File: src/rtl/mesh_group_text_header_parser_defines.svh
// Assertion macros for the group-text header parser.
// Used by rtl/mgth_parse.sv; expects clk_i and rst_ni in scope.
`ifndef MESH_GROUP_TEXT_HEADER_PARSER_DEFINES_SVH
`define MESH_GROUP_TEXT_HEADER_PARSER_DEFINES_SVH

// Check a property at every clock edge out of reset.
`define MGTH_ASSERT(lbl, prop, msg) \
  lbl: assert property (@(posedge clk_i) disable iff (!rst_ni) (prop)) \
    else $error(msg);

// Check that a condition implies another one in the next clock cycle.
`define MGTH_ASSERT_NEXT(lbl, ante, cons, msg) \
  lbl: assert property (@(posedge clk_i) disable iff (!rst_ni) (ante) |=> (cons)) \
    else $error(msg);

`endif

File: src/rtl/mgth_pkg.sv
`timescale 1ns / 1ps
// Shared types and constants of the group-text header parser.
// No dependencies; imported by every module of the block.
package mgth_pkg;

  localparam int MaxPacket = 255;
  localparam int CountW    = $clog2(MaxPacket + 2);
  localparam int PosW      = 10;

  localparam logic [CountW-1:0] CountMax = CountW'(MaxPacket + 1);

  localparam logic [1:0] RouteTransportFlood  = 2'd0;
  localparam logic [1:0] RouteTransportDirect = 2'd3;
  localparam logic [3:0] TypeGroupText        = 4'h5;
  localparam logic [1:0] HashSizeCodeInvalid  = 2'd3;

  localparam logic [PosW-1:0] DescPosPlain     = PosW'(1);
  localparam logic [PosW-1:0] DescPosTransport = PosW'(5);
  localparam logic [PosW-1:0] MinLen           = PosW'(5);
  localparam logic [PosW-1:0] MinLenTransport  = PosW'(6);
  localparam logic [PosW-1:0] MaxPathBytes     = PosW'(64);
  localparam logic [PosW-1:0] MacBytes         = PosW'(2);

  typedef enum logic [2:0] {
    VerdictOk        = 3'd0,
    VerdictShort     = 3'd1,
    VerdictType      = 3'd2,
    VerdictPathDesc  = 3'd3,
    VerdictOverrun   = 3'd4,
    VerdictChannel   = 3'd5,
    VerdictCipherLen = 3'd6,
    VerdictTooLong   = 3'd7
  } verdict_e;

  typedef struct packed {
    logic [7:0] packet_byte;
    logic       last_byte;
  } mgth_item_t;

  typedef struct packed {
    logic [7:0]        data_byte;
    logic              cipher_section;
    logic              packet_done;
    verdict_e          verdict;
    logic [1:0]        route;
    logic [2:0]        hash_len;
    logic [5:0]        hop_count;
    logic [CountW-1:0] packet_length;
  } mgth_result_t;

endpackage

File: src/rtl/mesh_group_text_header_parser.sv
`timescale 1ns / 1ps
// Top level of the group-text header parser: stream ports, config register
// and result register. Depends on mgth_pkg, mgth_in_stage and mgth_parse.
//
// Usage:
//   Input stream s_axis_*: one packet byte per item, tlast on the final byte.
//   Output stream m_axis_*: one item per input byte, the byte echoed with
//   the cipher-section flag in tuser; tlast marks the last byte and then the
//   verdict, route, hash size, hop count and length fields in tdata hold the
//   packet result (they are zero on other items).
//   cfg_we_i/cfg_wdata_i write the expected channel hash; write only while
//   no item is in flight.
// Pipeline: each item goes from s_axis through the input register and then the
// result register to m_axis.
// Throughput: 1 item per cycle while m_axis_tready is high, set by the single
// decode pass between the input register and the result register.
// Reset: clears both pipeline valids, the packet state and the channel hash.
// Stall: when m_axis_tready is low the result holds, the input register
// still fills once, and s_axis_tready then drops until the result is taken.
module mesh_group_text_header_parser (
  input  logic        clk_i,
  input  logic        rst_ni,
  input  logic        s_axis_tvalid,
  output logic        s_axis_tready,
  input  logic [7:0]  s_axis_tdata,  // [7:0] packet_byte
  input  logic        s_axis_tlast,  // last_byte
  output logic        m_axis_tvalid,
  input  logic        m_axis_tready,
  // [7:0] data_byte, [10:8] verdict, [12:11] route, [15:13] hash_len,
  // [21:16] hop_count, [30:22] packet_length, [31] zero
  output logic [31:0] m_axis_tdata,
  output logic        m_axis_tuser,  // cipher_section
  output logic        m_axis_tlast,  // packet_done
  input  logic        cfg_we_i,
  input  logic [7:0]  cfg_wdata_i
);
  import mgth_pkg::*;

  mgth_item_t   in_item, stage_item;
  mgth_result_t result, result_q;
  logic         stage_valid, stage_ready, advance;
  logic         out_valid_q, out_valid_d;
  logic [7:0]   chan_hash_q;

  assign in_item = '{packet_byte: s_axis_tdata, last_byte: s_axis_tlast};

  mgth_in_stage u_in_stage (
    .clk_i       (clk_i),
    .rst_ni      (rst_ni),
    .in_valid_i  (s_axis_tvalid),
    .in_ready_o  (s_axis_tready),
    .in_item_i   (in_item),
    .out_valid_o (stage_valid),
    .out_ready_i (stage_ready),
    .out_item_o  (stage_item)
  );

  assign stage_ready = !out_valid_q || m_axis_tready;
  assign advance     = stage_valid && stage_ready;

  mgth_parse u_parse (
    .clk_i       (clk_i),
    .rst_ni      (rst_ni),
    .advance_i   (advance),
    .item_i      (stage_item),
    .chan_hash_i (chan_hash_q),
    .result_o    (result)
  );

  always_comb begin
    out_valid_d = out_valid_q;
    if (stage_ready) begin
      out_valid_d = stage_valid;
    end
  end

  always_ff @(posedge clk_i or negedge rst_ni) begin
    if (!rst_ni) begin
      out_valid_q <= 1'b0;
      chan_hash_q <= '0;
    end else begin
      out_valid_q <= out_valid_d;
      if (cfg_we_i) begin
        chan_hash_q <= cfg_wdata_i;
      end
    end
  end

  always_ff @(posedge clk_i) begin
    if (advance) begin
      result_q <= result;
    end
  end

  assign m_axis_tvalid = out_valid_q;
  assign m_axis_tuser  = result_q.cipher_section;
  assign m_axis_tlast  = result_q.packet_done;
  assign m_axis_tdata  = {1'b0, 9'(result_q.packet_length), result_q.hop_count,
                          result_q.hash_len, result_q.route, result_q.verdict,
                          result_q.data_byte};

endmodule

File: src/rtl/mgth_in_stage.sv
`timescale 1ns / 1ps
// Input register stage of the group-text header parser.
// Depends on mgth_pkg for the item type.
module mgth_in_stage (
  input  logic               clk_i,
  input  logic               rst_ni,
  input  logic               in_valid_i,
  output logic               in_ready_o,
  input  mgth_pkg::mgth_item_t in_item_i,
  output logic               out_valid_o,
  input  logic               out_ready_i,
  output mgth_pkg::mgth_item_t out_item_o
);
  import mgth_pkg::*;

  logic       valid_q, valid_d;
  mgth_item_t item_q;

  assign in_ready_o  = !valid_q || out_ready_i;
  assign out_valid_o = valid_q;
  assign out_item_o  = item_q;

  always_comb begin
    valid_d = valid_q;
    if (in_ready_o) begin
      valid_d = in_valid_i;
    end
  end

  always_ff @(posedge clk_i or negedge rst_ni) begin
    if (!rst_ni) begin
      valid_q <= 1'b0;
    end else begin
      valid_q <= valid_d;
    end
  end

  always_ff @(posedge clk_i) begin
    if (in_ready_o && in_valid_i) begin
      item_q <= in_item_i;
    end
  end

endmodule

File: src/rtl/mgth_parse.sv
`timescale 1ns / 1ps
// Packet state and header decode of the group-text header parser.
// Depends on mgth_pkg and the assertion macros in the defines header.
`include "mesh_group_text_header_parser_defines.svh"
module mgth_parse (
  input  logic                  clk_i,
  input  logic                  rst_ni,
  input  logic                  advance_i,
  input  mgth_pkg::mgth_item_t  item_i,
  input  logic [7:0]            chan_hash_i,
  output mgth_pkg::mgth_result_t result_o
);
  import mgth_pkg::*;

  logic [CountW-1:0] count_q, count_d;
  logic [7:0]        header_q, header_d;
  logic [7:0]        desc_q, desc_d;
  logic [7:0]        chan_q, chan_d;

  logic [7:0]        b;
  logic [PosW-1:0]   p, n_pos, dpos, cpos, rem, rem_mac;
  logic [CountW-1:0] n;
  logic [7:0]        hdr, desc, chan;
  logic [1:0]        route;
  logic [3:0]        ptype;
  logic              transport, valid, capture, cipher, type_ok;
  logic [2:0]        hs;
  logic [5:0]        hc;
  logic [8:0]        path_len;
  verdict_e          verdict;

  always_comb begin
    b          = item_i.packet_byte;
    p          = PosW'(count_q);
    hdr        = (count_q == '0) ? b : header_q;
    route      = hdr[1:0];
    ptype      = hdr[5:2];
    type_ok    = ptype == TypeGroupText;
    transport  = route == RouteTransportFlood || route == RouteTransportDirect;
    dpos       = transport ? DescPosTransport : DescPosPlain;
    desc       = (p == dpos) ? b : desc_q;
    hs         = {1'b0, desc[7:6]} + 3'd1;
    hc         = desc[5:0];
    path_len   = 9'(hs) * 9'(hc);
    valid      = desc[7:6] != HashSizeCodeInvalid && PosW'(path_len) <= MaxPathBytes;
    cpos       = dpos + PosW'(1) + PosW'(path_len);
    chan       = (p == cpos) ? b : chan_q;
    capture    = count_q <= CountW'(MaxPacket);
    n          = (count_q == CountMax) ? count_q : count_q + CountW'(1);
    n_pos      = PosW'(n);
    cipher     = p > dpos && p > cpos && type_ok && valid;
    rem        = n_pos - cpos - PosW'(1);
    rem_mac    = rem - MacBytes;
  end

  always_comb begin
    if (n > CountW'(MaxPacket)) begin
      verdict = VerdictTooLong;
    end else if (n_pos < MinLen) begin
      verdict = VerdictShort;
    end else if (!type_ok) begin
      verdict = VerdictType;
    end else if (transport && n_pos < MinLenTransport) begin
      verdict = VerdictShort;
    end else if (dpos >= n_pos) begin
      verdict = VerdictShort;
    end else if (!valid) begin
      verdict = VerdictPathDesc;
    end else if (cpos >= n_pos) begin
      verdict = VerdictOverrun;
    end else if (chan != chan_hash_i) begin
      verdict = VerdictChannel;
    end else if (rem <= MacBytes || rem_mac[3:0] != 4'd0) begin
      verdict = VerdictCipherLen;
    end else begin
      verdict = VerdictOk;
    end
  end

  always_comb begin
    result_o                = '0;
    result_o.data_byte      = b;
    result_o.cipher_section = cipher;
    if (item_i.last_byte) begin
      result_o.packet_done   = 1'b1;
      result_o.verdict       = verdict;
      result_o.route         = route;
      result_o.hash_len      = hs;
      result_o.hop_count     = hc;
      result_o.packet_length = n;
    end
  end

  always_comb begin
    count_d  = n;
    header_d = header_q;
    desc_d   = desc_q;
    chan_d   = chan_q;
    if (capture) begin
      if (count_q == '0) header_d = b;
      if (p == dpos) desc_d = b;
      if (p == cpos) chan_d = b;
    end
    if (item_i.last_byte) begin
      count_d  = '0;
      header_d = '0;
      desc_d   = '0;
      chan_d   = '0;
    end
  end

  always_ff @(posedge clk_i or negedge rst_ni) begin
    if (!rst_ni) begin
      count_q  <= '0;
      header_q <= '0;
      desc_q   <= '0;
      chan_q   <= '0;
    end else if (advance_i) begin
      count_q  <= count_d;
      header_q <= header_d;
      desc_q   <= desc_d;
      chan_q   <= chan_d;
    end
  end

  `MGTH_ASSERT(a_count_range, count_q <= CountMax, "byte count past saturation")
  `MGTH_ASSERT_NEXT(a_clear_on_last, advance_i && item_i.last_byte, count_q == '0,
                    "byte count not cleared after last item")
  `MGTH_ASSERT_NEXT(a_count_step, advance_i && !item_i.last_byte && count_q != CountMax,
                    count_q == $past(count_q) + CountW'(1), "byte count did not advance")
  `MGTH_ASSERT(a_quiet_mid, !item_i.last_byte |-> result_o.packet_length == '0 &&
               result_o.verdict == VerdictOk, "verdict fields set before last item")

endmodule
File: config.mk
export PLATFORM = sky130hd
export DESIGN_NAME = mesh_group_text_header_parser
export DESIGN_NICKNAME = d
export VERILOG_FILES = /design/src/rtl/mgth_pkg.sv /design/src/rtl/mesh_group_text_header_parser.sv /design/src/rtl/mgth_in_stage.sv /design/src/rtl/mgth_parse.sv
export VERILOG_INCLUDE_DIRS = /design/src /design/src/rtl
export SDC_FILE = /design/constraint.sdc
export NUM_CORES = 1
export LEC_CHECK = 0
export BUFFER_PORTS_ARGS = -buffer_cell sky130_fd_sc_hd__buf_2
export CORE_ASPECT_RATIO = 1.4
export CORE_MARGIN = 4
export CORE_UTILIZATION = 45
export CTS_CLUSTER_DIAMETER = 80
export DETAILED_ROUTE_END_ITERATION = 8
export PLACE_DENSITY = 0.68
export SYNTH_ARGS = -nofsm -noshare
export SYNTH_HDL_FRONTEND = slang
export SYNTH_SLANG_ARGS = --single-unit
File: constraint.sdc
create_clock -name clk_i -period 7.25 [get_ports clk_i]
set_input_delay 0.3625 -clock clk_i [delete_from_list [all_inputs] [get_ports clk_i]]
set_output_delay 0.3625 -clock clk_i [all_outputs]
set_load 0.01 [all_outputs]
== Yosys cells after proc, flatten, opt, wreduce, memory -nomap -nowiden ==
Cells that the tools add are included.

* Reduce and logical (&&, ||, !) cells: 18
* Add/subtract/negate cells: 7
* Multipliers: 1
* Equal/unequal tests: 7
* Magnitude comparators: 10
* Muxes and demuxes: 22

{| class="wikitable"
|+ Operators by type and width
! kind !! number
|-
| two-way mux 8 bit || 6
|-
| two-way mux 3 bit || 10
|-
| two-way mux 24 bit || 1
|-
| equality test 9 x 10 -> 1 bit || 2
|-
| greater-or-equal comparator 10 x 9 -> 1 bit || 2
|-
| > comparator 9 x 10 -> 1 bit || 2
|-
| < comparator 9 x 3 -> 1 bit (second input constant) || 2
|-
| two-way mux 6 bit || 3
|-
| two-way mux 9 bit || 2
|-
| adder 10 x 1 -> 10 bit (second input constant) || 1
|-
| adder 10 x 9 -> 10 bit || 1
|-
| less-or-equal comparator 10 x 2 -> 1 bit (second input constant) || 1
|-
| subtractor 10 x 1 -> 10 bit (second input constant) || 1
|-
| subtractor 9 x 10 -> 10 bit || 1
|-
| adder 9 x 1 -> 9 bit (second input constant) || 1
|-
| equality test 9 bit (second input constant) || 1
|-
| > comparator 9 x 8 -> 1 bit (second input constant) || 1
|-
| less-or-equal comparator 9 x 7 -> 1 bit (second input constant) || 1
|-
| less-or-equal comparator 9 x 8 -> 1 bit (second input constant) || 1
|-
| logical NOT 9 bit || 1
|-
| multiplier 3 x 6 -> 9 bit || 1
|-
| inequality test 8 bit || 1
|-
| logical AND 1 bit || 7
|-
| equality test 4 x 3 -> 1 bit (second input constant) || 1
|-
| 10 further kinds || 14
|}

* Register bits after elaboration: 83
* Bits of input ports: 22
* Word-level logic and storage cells: 82

== Longest topological paths before layout ==
* Word-level depth: 25
* Mapped depth: 34
* Mapped depth without buffers: 31

== Modules after synthesis ==
A second synthesis with hierarchy kept.

* Cell total of the unflattened synthesis: 539
* Area total of the unflattened synthesis: 5690.5 sq um

{| class="wikitable"
|+ By module, submodules not included
! module !! area an instance (sq um) !! instances !! cells each
|-
| mgth_parse || 3988.8 || 1 || 470
|-
| mesh_group_text_header_parser || 1377.6 || 1 || 56
|-
| mgth_in_stage || 324.1 || 1 || 13
|}

== Worst setup path after synthesis ==
No wires, ideal clock.

* Kind: register to register
* Start point: register u_parse.count_q[3]
* End point: register result_q, in the netlist m_axis_tdata[10] (data pin)
* Setup time: 0.261 ns
* Buffers on the path: 2
* Arrival time: 7.063 ns
* Cell stages (with the launch flop): 32
* Data required time: 6.989 ns
* Setup slack: -0.073 ns
* Cell sequence: dfrtp_1 > or4_1 > nor3_1 > and2_1 > clkbuf_1 > o21ai_1 > ha_1 > nand2_1 > nor4_1 > buf_4 > mux2i_2 > inv_1 > ha_1 > nand2_1 > fa_1 > inv_1 > ha_1 > fa_1 > xor2_2 > nand3_1 > nor3_2 > xor2_1 > ha_1 > o21a_1 > o21ai_0 > nand2_1 > o2111a_1 > nand4_1 > o32ai_1 > nand4_1 > o211ai_1 > o311a_1

* Cells in the longest elaborated chain, start to end: 24
* Elaborated cells between the ends (all ways): 43

{| class="wikitable"
|+ RTL lines
! item !! line !! source
|-
| start: declaration || mgth_parse.sv:15 || <nowiki>logic [CountW-1:0] count_q, count_d;</nowiki>
|-
| start signal: assignment || mgth_parse.sv:119 || <nowiki>count_q <= count_d;</nowiki>
|-
| logical NOT 9 bit || mgth_parse.sv:35 || <nowiki>hdr = (count_q == '0) ? b : header_q;</nowiki>
|-
| two-way mux 6 bit || mgth_parse.sv:35 ||
|-
| equality test 2 bit or logical NOT 2 bit (tied branches) || mgth_parse.sv:39 || <nowiki>transport = route == RouteTransportFlood || route == RouteTransportDirect;</nowiki>
|-
| logical OR 1 bit || mgth_parse.sv:39 ||
|-
| two-way mux 3 bit || mgth_parse.sv:40 || <nowiki>dpos = transport ? DescPosTransport : DescPosPlain;</nowiki>
|-
| equality test 9 x 10 -> 1 bit * || mgth_parse.sv:41 || <nowiki>desc = (p == dpos) ? b : desc_q;</nowiki>
|-
| two-way mux 8 bit * || -- ||
|-
| adder 2 x 1 -> 3 bit * || mgth_parse.sv:42 || <nowiki>hs = {1'b0, desc[7:6]} + 3'd1;</nowiki>
|-
| net u_parse.hs[1] || mgth_parse.sv:27 || <nowiki>logic [2:0] hs;</nowiki>
|-
| (+8 left out) || -- ||
|-
| two-way mux 3 bit || mgth_parse.sv:71 || <nowiki>end else if (chan != chan_hash_i) begin</nowiki>
|-
| two-way mux 3 bit || mgth_parse.sv:69 || <nowiki>end else if (cpos >= n_pos) begin</nowiki>
|-
| two-way mux 3 bit * || mgth_parse.sv:67 || <nowiki>end else if (!valid) begin</nowiki>
|-
| two-way mux 3 bit * || mgth_parse.sv:65 || <nowiki>end else if (dpos >= n_pos) begin</nowiki>
|-
| two-way mux 3 bit * || mgth_parse.sv:63 || <nowiki>end else if (transport && n_pos < MinLenTransport) begin</nowiki>
|-
| two-way mux 3 bit * || mgth_parse.sv:61 || <nowiki>end else if (!type_ok) begin</nowiki>
|-
| two-way mux 3 bit * || mgth_parse.sv:59 || <nowiki>end else if (n_pos < MinLen) begin</nowiki>
|-
| two-way mux 3 bit * || mgth_parse.sv:57 || <nowiki>if (n > CountW'(MaxPacket)) begin</nowiki>
|-
| end signal: assignment || mesh_group_text_header_parser.sv:91 || <nowiki>result_q <= result;</nowiki>
|-
| end: declaration || mesh_group_text_header_parser.sv:40 || <nowiki>mgth_result_t result, result_q;</nowiki>
|}

Mark *: on every way through the listed nets, which the timed path passes. The rest lies on a longest branch.
A chain may end at the register's enable or synchronous reset.

== Final worst setup path ==
* Start point: register u_parse.count_q[3]
* End point: register result_q, in the netlist m_axis_tdata[9] (data pin)

The elaborated chain is that of the path after synthesis.

==> impl_metrics.yaml <==
status:
  outcome: "complete, no violations"
die:
  ioPinCount: 58
  start_util_pct: 45.9
  die_w_um: 101
  rows: 47
  dieArea_um2: 13800
  die_h_um: 138
  core_area_um2: 11800
routing:
  routed-via-count: 4322
  drtPass1Iterations: 5
  via_per_inst: 5.66
  ant_nets: 0
  drc: 0
  drt-wirelength-per-cell_um: 18.1
  drt_wl_total_mm: 13.8
  drt_iter0_markers: 279
worst_setup_path:
  arrival_ns: 7.25
  slowest_delay_ns: 0.55
  crit_path_frequent_cell: "buf_4"
  cpMaxStageDelayCell: "or4_4"
  crit_family: "simple AND/OR/NAND/NOR gates"
  critPathKind: "reg -> reg"
  required_ns: 7.43
  r2r_slack_ns: 0.17
  critical_path_buf_inv_count: 5
  cp-end-kind: "flop"
  startpoint_type: "flop"
  critical_path_peak_fanout: 5
pwr:
  power.share.clock_pct: 23.5
  peakVddDrop_mv: 0.262
  total_power_mw: 2.15
  p_per_area_nw_per_um2: 326
  internal-power_mw: 1.32
  p_seq_share_pct: 27.8
  p_leak_nw: 2.93
  switching_share_pct: 38.8
  p_switching_mw: 0.836
  combinationalPowerShare_pct: 48.8
clock_tree:
  insertion_delay_ns: 0.35
  clock_sinks: 83
  path_clk_slew_ns: 0.07
  postCtsHoldBufs: 0
  cts_tree: "done"
  clk_path_buf_depth: 2
  root_buffer: "clkbuf_16"
  cts_max_level: 3
  numCtsBuffers: 9
placement:
  dpl.hpwl_mm: 10.5
  numPortBuffers: 56
  dpl_worst_slack_ns: -0.329
  placed_cell_area_um2: 6030
  gp_congestion: 0.969
finish:
  antennaDiodeCount: 0
  final_layout_size_suffix_gt1_share_pct: 26.6
  utilization_pct: 56.2
  nets: 680
  stdcell_area_um2: 6610
  synthToLayoutAreaGrowth_pct: 22.6
yosys:
  yosys-top-cells-area: "edfxtp_1 23%, dfrtp_1 19%, ha_1 9.3%"
  ys_seq_area_share_pct: 42.4
  synth.net_count: 588
  synth.cell_area_um2: 5390
  synth_most_common_cell: "nor2_1"
  ys_types: 74
  yosysWarnings: 0
  yosysTopAreaCellShare_pct: 23.4
  synth_seq_cells: 83
  avgSynthCellArea_um2: 10.4
  ys_top_cells_by_count: "44 x nor2_1, 42 x edfxtp_1, 41 x dfrtp_1, 40 x ha_1, 40 x nand2_1"
  synth_ff_type: "edfxtp_1"
  synth_edf_count: 42
  synth_top_cell_by_area: "edfxtp_1"
  async_flop_share_pct: 49.4
  syn_inst: 519
worst_hold_path:
  hold_path.class: "in -> async"
grt:
  grt_pass1_vias: 4429
  grt_start_max_net_pins: 42
  antenna_found_initial: 0
  grt_pass1_wl_mm: 22.0
  track_usage_pct: 20.7
  overflow: 0
timing:
  setup_viol: 0
  final.setup.tns_ns: 0
  report.final.slew_viol_count: 0
  setup_slack_ns: 0.172
  finalCritPeriodShare_pct: 97.6
  finClkSkew_ns: 0.0131
  worst_pin_slew_ns: 1.21
  fmax_mhz: 141
  hold_viol: 0
  min_period_ns: 7.08
  slew_headroom_pct: 18.4
job:
  drv_cap: 0
-- placed cells by master, fill, tap and decap left out, types with 3 or more instances in the layout --
master     Yosys  layout
a211oi_2       2       3
fa_1           7       6
nand2_1       40      40
o21ai_1        4       3
ha_4           0       3
and2_1         9       8
ha_1          40      37
inv_1         39      38
buf_4          2      38
xor2_2         1       3
nor2b_1       11      11
o31ai_1        4       4
clkbuf_16      0       9
nor4_2         1       3
nor2_1        44      44
nand4_1       11      11
and3_1         8       7
a22o_1        17      17
o22ai_1        3       3
mux2i_1       11      10
nand2b_1       8       8
nor3_1         5       4
edfxtp_1      42      42
xnor2_1       15      14
o21bai_1       5       5
a21oi_1       11      11
nand3_1       10      10
o21ai_0       21      20
buf_2          2      56
mux2_2        13      12
dfrtp_1       41      40
xor2_1        17      14
a21o_1         9       9
-- power by group through the flow --
stage / Clock [mW] / Combinational, mW / Sequential, mW
floorplan: 0 / 0.681 / 0.611
global placement: 0 / 0.964 / 0.604
detailed placement: 0 / 0.988 / 0.606
CTS: 0.510 / 1.00 / 0.598
global route: 0.539 / 1.16 / 0.604
finish: 0.506 / 1.05 / 0.598
-- kinds of logic (layout without fill, tap and decap cells) --
family                   after synthesis  in the layout  share of synthesized area [%]
AND/OR/NAND/NOR                      166            166                           16.1
AO/OA/AOI/OAI                        107            107                           14.5
flip-flops                            83             83                           42.4
buffers and inverters                 55            152                           4.15
adder cells (fa/ha/maj)               49             49                           12.3
XOR/XNOR                              33             33                           5.50
multiplexers                          25             25                           5.01
other                                  1              1                         0.0695
-- per-stage QoR --
stage / std cells / hold slack, ns
CTS: 756 / 0.181
global placement: 737 / 0.465
global route: 763 / 0.170
finish: 763 / 0.159
detailed placement: 737 / 0.475
floorplan: 519 / 0.0669
-- worst paths after layout --
kind	start	end	cells past startpoint
max in group asynchronous	rst_ni	u_parse.count_q[3]	1
min in group clk_i	s_axis_tdata[1]	u_in_stage.out_item_o[2]	1
hold / removal	rst_ni	chan_hash_q[0]	1
setup / recovery	u_parse.count_q[3]	m_axis_tdata[9]	29
hold reg to reg	u_parse.desc_q[0]	u_parse.desc_q[0]	2
setup reg to reg	u_parse.count_q[3]	m_axis_tdata[9]	29
-- layer usage --
layer,vias up,part of all wire [%],GRT usage [%]
met4,0,5.3,13.1
li1,2053,-,-
met5,-,0,0
met3,46,4.9,3.85
met1,2081,37,22.1
met2,142,53,37.1
-- state kept, by name, summed over array words and instances, names as in the netlist --
signal,flops
u_in_stage.out_item_o,9
chan_hash_q,8
u_parse.count_q,9
u_in_stage.out_valid_o,1
m_axis_tdata,31
m_axis_tuser,1
u_parse.desc_q,8
u_parse.header_q,6
m_axis_tvalid,1
u_parse.chan_q,8
m_axis_tlast,1
-- what timing repair did --
action	4_1_cts	5_1_grt
gates resized for setup	6	28
endpoints found under the setup margin	3	3
pin swaps	3	15
buffers inserted	3	7
-- layout make-up --
type,instances,area [µm²]
flip-flops and latches,83,2290
clock buffers,9,225
fillers,1027,5150
clock inverters,7,108
well taps,147,184
repair buffers,95,577
inverters,41,154
multi-input cells,381,3080
No activity file was read; power rests on OpenSTA's default activity.
